**config.mk**
```make
export PLATFORM = sky130hd
export DESIGN_NAME = jacobi_symbol_unit
export DESIGN_NICKNAME = d
export VERILOG_FILES = /design/src/jsu_pkg.sv /design/src/jacobi_symbol_unit.sv /design/src/jsu_datapath.sv /design/src/jsu_ctrl.sv
export SDC_FILE = /design/constraint.sdc
export NUM_CORES = 1
export LEC_CHECK = 0
export ABC_AREA = 1
export BUFFER_PORTS_ARGS = -buffer_cell sky130_fd_sc_hd__buf_2
export CAP_MARGIN = 0
export CORE_MARGIN = 2
export CORE_UTILIZATION = 57
export CTS_CLUSTER_DIAMETER = 50
export CTS_CLUSTER_SIZE = 40
export DETAILED_ROUTE_END_ITERATION = 16
export PLACE_DENSITY = 0.78
export SKIP_LAST_GASP = 1
export SYNTH_ARGS = -nofsm -noshare
export SYNTH_HDL_FRONTEND = slang
export SYNTH_SLANG_ARGS = --single-unit
```
**constraint.sdc**
```tcl
create_clock -name clk -period 5.05 [get_ports clk]
set_input_delay 0.2525 -clock clk [delete_from_list [all_inputs] [get_ports clk]]
set_output_delay 0.2525 -clock clk [all_outputs]
set_load 0.02 [all_outputs]
```
**src/jsu_pkg.sv**
```systemverilog
package jsu_pkg;

  typedef enum logic [2:0] {
    DP_NOP,
    DP_LOAD,
    DP_RED_START,
    DP_MOD_STEP,
    DP_TAKE,
    DP_HALVE,
    DP_SWAP
  } dp_op_t;

  typedef struct packed {
    dp_op_t op;
  } jsu_cmd_t;

  typedef struct packed {
    logic m_lt2;
    logic m_is2;
    logic m_even;
    logic a_lsb;
    logic a_zero;
    logic mod_last;
    logic n_is1;
    logic t_neg;
  } jsu_stat_t;

  localparam logic [1:0] ST_OK          = 2'd0;
  localparam logic [1:0] ST_BAD_MOD     = 2'd1;
  localparam logic [1:0] ST_NOT_COPRIME = 2'd2;
  localparam logic [1:0] ST_EVEN_MOD    = 2'd3;

  localparam logic [1:0] SYM_ZERO = 2'b00;
  localparam logic [1:0] SYM_POS  = 2'b01;
  localparam logic [1:0] SYM_NEG  = 2'b11;

endpackage

```
**src/jacobi_symbol_unit.sv**
```systemverilog
// Channel   Ports                               Handshake
// input     in_residue, in_modulus              beat taken when start high and busy low
// result    out_symbol, out_status              one-cycle beat marked by out_valid
//
// Each item is loaded and checked; a modulus that is rejected, even or equal to two ends
// there. Otherwise the unit runs reductions, halvings and swaps until the residue is zero.
// The remainder comes from a bit-serial unit, one quotient bit per cycle.
// Reset clears only the controller state and valid flag; no clearing pass is needed.
// The result beat cannot be stalled, and busy stays high until it is issued.
module jacobi_symbol_unit
  import jsu_pkg::*;
#(
  parameter int WORD_BITS = 32
) (
  input  logic                        clk,
  input  logic                        rst_n,
  input  logic                        start,
  output logic                        busy,
  input  logic signed [WORD_BITS-1:0] in_residue,
  input  logic signed [WORD_BITS-1:0] in_modulus,
  output logic                        out_valid,
  output logic signed [1:0]           out_symbol,
  output logic [1:0]                  out_status
);

  jsu_cmd_t   cmd;
  jsu_stat_t  stat;
  logic [1:0] sym;

  jsu_ctrl u_ctrl (
    .clk        (clk),
    .rst_n      (rst_n),
    .start      (start),
    .busy       (busy),
    .stat       (stat),
    .cmd        (cmd),
    .out_valid  (out_valid),
    .out_symbol (sym),
    .out_status (out_status)
  );

  jsu_datapath #(
    .WORD_BITS (WORD_BITS)
  ) u_datapath (
    .clk        (clk),
    .cmd        (cmd),
    .in_residue (in_residue),
    .in_modulus (in_modulus),
    .stat       (stat)
  );

  assign out_symbol = $signed(sym);

endmodule

```
**src/jsu_datapath.sv**
```systemverilog
module jsu_datapath
  import jsu_pkg::*;
#(
  parameter int WORD_BITS = 32
) (
  input  logic                        clk,
  input  jsu_cmd_t                    cmd,
  input  logic signed [WORD_BITS-1:0] in_residue,
  input  logic signed [WORD_BITS-1:0] in_modulus,
  output jsu_stat_t                   stat
);

  localparam int CNT_W = $clog2(WORD_BITS);

  logic [WORD_BITS-1:0] a_r;
  logic [WORD_BITS-1:0] n_r;
  logic [WORD_BITS-1:0] div_r;
  logic [WORD_BITS-1:0] rem_r;
  logic [CNT_W-1:0]     cnt_r;
  logic                 neg_r;
  logic                 t_r;

  logic [WORD_BITS:0]   trial;
  logic [WORD_BITS:0]   diff;
  logic [WORD_BITS-1:0] rem_nxt;
  logic [WORD_BITS-1:0] a_abs;
  logic [2:0]           n_mod8;

  assign trial   = {rem_r, div_r[WORD_BITS-1]};
  assign diff    = trial - {1'b0, n_r};
  assign rem_nxt = diff[WORD_BITS] ? trial[WORD_BITS-1:0] : diff[WORD_BITS-1:0];
  assign a_abs   = a_r[WORD_BITS-1] ? ('0 - a_r) : a_r;
  assign n_mod8  = n_r[2:0];

  always_ff @(posedge clk) begin
    unique case (cmd.op)
      DP_LOAD: begin
        a_r <= in_residue;
        n_r <= in_modulus;
        t_r <= 1'b0;
      end
      DP_RED_START: begin
        div_r <= a_abs;
        neg_r <= a_r[WORD_BITS-1];
        rem_r <= '0;
        cnt_r <= CNT_W'(WORD_BITS - 1);
      end
      DP_MOD_STEP: begin
        rem_r <= rem_nxt;
        div_r <= {div_r[WORD_BITS-2:0], 1'b0};
        cnt_r <= cnt_r - 1'b1;
      end
      DP_TAKE: begin
        a_r <= (neg_r && rem_r != '0) ? (n_r - rem_r) : rem_r;
      end
      DP_HALVE: begin
        a_r <= {1'b0, a_r[WORD_BITS-1:1]};
        if (n_mod8 == 3'd3 || n_mod8 == 3'd5) begin
          t_r <= ~t_r;
        end
      end
      DP_SWAP: begin
        a_r   <= n_r;
        n_r   <= a_r;
        div_r <= n_r;
        rem_r <= '0;
        neg_r <= 1'b0;
        cnt_r <= CNT_W'(WORD_BITS - 1);
        if (a_r[1:0] == 2'b11 && n_r[1:0] == 2'b11) begin
          t_r <= ~t_r;
        end
      end
      default: begin
      end
    endcase
  end

  always_comb begin
    stat.m_lt2    = n_r[WORD_BITS-1] || (n_r[WORD_BITS-1:1] == '0);
    stat.m_is2    = (n_r == WORD_BITS'(2));
    stat.m_even   = ~n_r[0];
    stat.a_lsb    = a_r[0];
    stat.a_zero   = (a_r == '0);
    stat.mod_last = (cnt_r == '0);
    stat.n_is1    = (n_r == WORD_BITS'(1));
    stat.t_neg    = t_r;
  end

endmodule

```
**src/jsu_ctrl.sv**
```systemverilog
module jsu_ctrl
  import jsu_pkg::*;
(
  input  logic        clk,
  input  logic        rst_n,
  input  logic        start,
  output logic        busy,
  input  jsu_stat_t   stat,
  output jsu_cmd_t    cmd,
  output logic        out_valid,
  output logic [1:0]  out_symbol,
  output logic [1:0]  out_status
);

  typedef enum logic [2:0] {
    S_IDLE,
    S_CHECK,
    S_RED,
    S_TAKE,
    S_LOOP
  } state_t;

  state_t     state_r, state_nxt;
  logic       valid_r, valid_nxt;
  logic [1:0] sym_r, sym_nxt;
  logic [1:0] st_r, st_nxt;

  always_comb begin
    state_nxt = state_r;
    valid_nxt = 1'b0;
    sym_nxt   = sym_r;
    st_nxt    = st_r;
    cmd.op    = DP_NOP;
    unique case (state_r)
      S_IDLE: begin
        if (start) begin
          cmd.op    = DP_LOAD;
          state_nxt = S_CHECK;
        end
      end
      S_CHECK: begin
        priority if (stat.m_lt2) begin
          valid_nxt = 1'b1;
          sym_nxt   = SYM_ZERO;
          st_nxt    = ST_BAD_MOD;
          state_nxt = S_IDLE;
        end else if (stat.m_is2) begin
          valid_nxt = 1'b1;
          sym_nxt   = stat.a_lsb ? SYM_POS : SYM_ZERO;
          st_nxt    = ST_OK;
          state_nxt = S_IDLE;
        end else if (stat.m_even) begin
          valid_nxt = 1'b1;
          sym_nxt   = SYM_ZERO;
          st_nxt    = ST_EVEN_MOD;
          state_nxt = S_IDLE;
        end else begin
          cmd.op    = DP_RED_START;
          state_nxt = S_RED;
        end
      end
      S_RED: begin
        cmd.op = DP_MOD_STEP;
        if (stat.mod_last) begin
          state_nxt = S_TAKE;
        end
      end
      S_TAKE: begin
        cmd.op    = DP_TAKE;
        state_nxt = S_LOOP;
      end
      S_LOOP: begin
        priority if (stat.a_zero) begin
          valid_nxt = 1'b1;
          state_nxt = S_IDLE;
          if (stat.n_is1) begin
            sym_nxt = stat.t_neg ? SYM_NEG : SYM_POS;
            st_nxt  = ST_OK;
          end else begin
            sym_nxt = SYM_ZERO;
            st_nxt  = ST_NOT_COPRIME;
          end
        end else if (!stat.a_lsb) begin
          cmd.op = DP_HALVE;
        end else begin
          cmd.op    = DP_SWAP;
          state_nxt = S_RED;
        end
      end
      default: begin
        state_nxt = S_IDLE;
      end
    endcase
  end

  always_ff @(posedge clk) begin
    if (!rst_n) begin
      state_r <= S_IDLE;
      valid_r <= 1'b0;
    end else begin
      state_r <= state_nxt;
      valid_r <= valid_nxt;
    end
    sym_r <= sym_nxt;
    st_r  <= st_nxt;
  end

  assign busy       = (state_r != S_IDLE);
  assign out_valid  = valid_r;
  assign out_symbol = sym_r;
  assign out_status = st_r;

endmodule

```
==> metrics.cfg <==
[grt]
antenna_found_initial = 0
grt_max_degree = 51
grt_pass1_vias = 13308
grt_pass1_wl_mm = 68.5
track_usage_pct = 36.2
grt_overflow = 0

[setup_path]
worstPathRequired_ps = 5330
critPathMaxFanout = 41
crit_path_end_kind = register
path_class = register to register
crit_arrival_ps = 3940
cp-start-kind = register

[routing]
wire_per_inst_um = 17.7
drc = 0
via_count = 13888
vias_per_cell = 5.70
drt-total-wl_mm = 43.0
drt_pass1_iterations = 6
drtIter0Drc = 1531
antenna_left = 0

[floorplan]
rows = 55
io_pins = 73
die_y_um = 157
start_util_pct = 58.4
core-area_sq_um = 22700
die_w_um = 157
dieArea_sq_um = 24500

[sta]
drv_slew = 0
finalCriticalPeriod_ps = 3650
rsz0062_at_grt = false
finalCritPeriodShare_pct = 72.3
tns_ps = 0
slew_headroom_pct = 33.3
final_hold_viol_count = 0
finalSetupViolCount = 0
clock.fmax_mhz = 274
skew_ps = 12.0
worstMarginPinSlew_ps = 997

[yosys]
syn_nets = 2217
syn-cell-area_sq_um = 13300
synth_area_leaders = edfxtp_1, nand2_1, inv_1, nand3_1, ha_1
synth_edf_count = 139
synth_top_area_cell = edfxtp_1
ys_ff_latch = 143
synth.distinct_cells = 44
yosys_warnings = 0
yosysSeqAreaShare_pct = 32.1
avgSynthCellArea_sq_um = 6.37
synthArstFlopShare_pct = 0
synth_top_cell_area_share_pct = 31.5
ys.flop_type = edfxtp_1
synth_cells = 2082

[placed_design]
dp_hpwl_mm = 32.8
dp_cells = 2404
io_buffer_count = 72
gp_congestion = 1.01
postPlaceCellArea_sq_um = 13800

[clocking]
cts_buffers = 17
clk-insertion-delay-late_ps = 440
cts_setup_buffers = 0
cts_resized = 0
postCtsHoldBufs = 0
clkTransAtPathRegs_ps = 70
htree_levels = 4
clockBufferDepth = 2
cts_tree = built
cts_sinks = 143
root_buffer = clkbuf_16

[finish]
fin_util_pct = 63.8
diodes = 0
area_growth_pct = 9.22
postLayoutCellArea_sq_um = 14500
finish.net_count = 2273
drive_above_1_share_pct = 7.76
n_fill_cell = 2140
multi_input_area_sq_um = 7320
final_cell_count_no_fill = 2436
seqCellArea_sq_um = 4250

[run]
cap_violations = 0

[power]
vdd_drop_max_mv = 0.221
power_density_nw_per_um2 = 286
p_leak_nw = 7.70

[run_status]
status = completed

[hold_path]
hp-class = input port to register

## where the power goes
| group | total (W) | internal (W) | switching (W) |
|---|---|---|---|
| logic | 0.00120 | 0.000392 | 0.000805 |
| clock network | 0.00143 | 0.000847 | 0.000586 |
| registers | 0.00152 | 0.00143 | 0.0000841 |
| total | 0.00415 | 0.00267 | 0.00147 |
## synth_stat cells (2+ instances only)
cell type,n
a21o_1,3
a21oi_1,56
and2_1,2
buf_1,2
buf_2,18
buf_6,5
clkbuf_1,18
dfxtp_1,4
edfxtp_1,139
fa_1,2
ha_1,66
inv_1,364
inv_2,25
nand2_1,737
nand2_2,12
nand3_1,192
nand3_2,3
nand3_4,2
nand3b_1,15
nand4_1,19
nor2_1,203
nor3_1,21
nor3_4,2
o211ai_1,21
o21ai_0,73
o21ai_1,4
o21bai_1,8
o221ai_1,3
o22ai_1,7
o31ai_1,2
or2_2,2
xnor2_1,13
xor2_1,28
## flip-flops by register name, summed over array words and instances, names as in the netlist
| signal | count |
|---|---|
| u_datapath.neg_r | 1 |
| u_datapath.cnt_r | 5 |
| u_datapath.t_r | 1 |
| u_datapath.a_r | 32 |
| u_ctrl.out_symbol | 2 |
| u_datapath.rem_r | 32 |
| u_datapath.n_r | 32 |
| u_ctrl.state_r | 3 |
| u_datapath.div_r | 32 |
| u_ctrl.out_valid | 1 |
| u_ctrl.out_status | 2 |
## metrics by stage
stage | power, W | worst slack [ps] | hold slack [ps]
floorplan | 0.00238 | 36.6 | 350
finish | 0.00415 | 1400 | 18.4
detailed placement | 0.00270 | 1610 | 474
CTS | 0.00411 | 1490 | 20.4
global placement | 0.00267 | 1700 | 472
global route | 0.00434 | 1240 | 52.4
## kinds of logic after synthesis
group,synth area share [%]
AO/OA/AOI/OAI,7.70
XOR/XNOR,2.71
adder cells (fa/ha/maj),6.53
buffers and inverters,12.8
flip-flops,32.1
AND/OR/NAND/NOR,38.2
## routing by layer
metal  wire length (um)  track usage [%]  up-vias
met5                  0                0        -
met4               2600             20.0        0
li1                   -                -     6706
met3               4250             6.20      172
met1              17200             47.3     6173
met2              18900             57.5      837
## placed cells by master, fill, tap and decap left out, types with 4 or more instances in the layout
master / netlist / final
a21oi_1: 56 / 56
buf_2: 18 / 72
buf_4: 1 / 9
bufinv_16: 0 / 4
clkbuf_16: 0 / 17
dfxtp_1: 4 / 4
edfxtp_1: 139 / 139
ha_1: 66 / 66
inv_1: 364 / 364
inv_2: 25 / 25
inv_8: 0 / 4
nand2_1: 737 / 737
nand2_2: 12 / 12
nand3_1: 192 / 192
nand3b_1: 15 / 15
nand4_1: 19 / 19
nor2_1: 203 / 201
nor3_1: 21 / 21
o211ai_1: 21 / 21
o21ai_0: 73 / 72
o21bai_1: 8 / 8
o22ai_1: 7 / 7
xnor2_1: 13 / 13
xor2_1: 28 / 28
## worst max-delay path, stage by stage, from the launching register on
cell and delay (ps):
edfxtp_1 470, inv_1 190, ha_1 180, inv_1 90
nor3_4 210, nand2_2 130, nor2_4 220, nand2_2 140
nand3_4 340, buf_4 460, nand2_2 360, inv_2 420
nand2_1 90, nand3_1 140
## final timing paths
path                                            from                    to  slack (ps)  cells after the start
worst max register to register     u_datapath.a_r[0]  u_datapath.div_r[31]        1400                     13
worst min register to register  u_datapath.div_r[26]  u_datapath.div_r[27]         540                      2
worst max-delay path               u_datapath.a_r[0]  u_datapath.div_r[31]        1400                     13
worst min-delay path                           rst_n     u_ctrl.state_r[1]          20                      3
## layout make-up
cell class	count	area share, %
multi-input combinational	1505	50.6
sequential	143	29.4
inverter	390	10.1
timing repair buffer	81	2.95
clock buffer	17	2.94
tap	285	2.46
clock inverter	15	1.58
No activity file was read; power rests on OpenSTA's default activity.
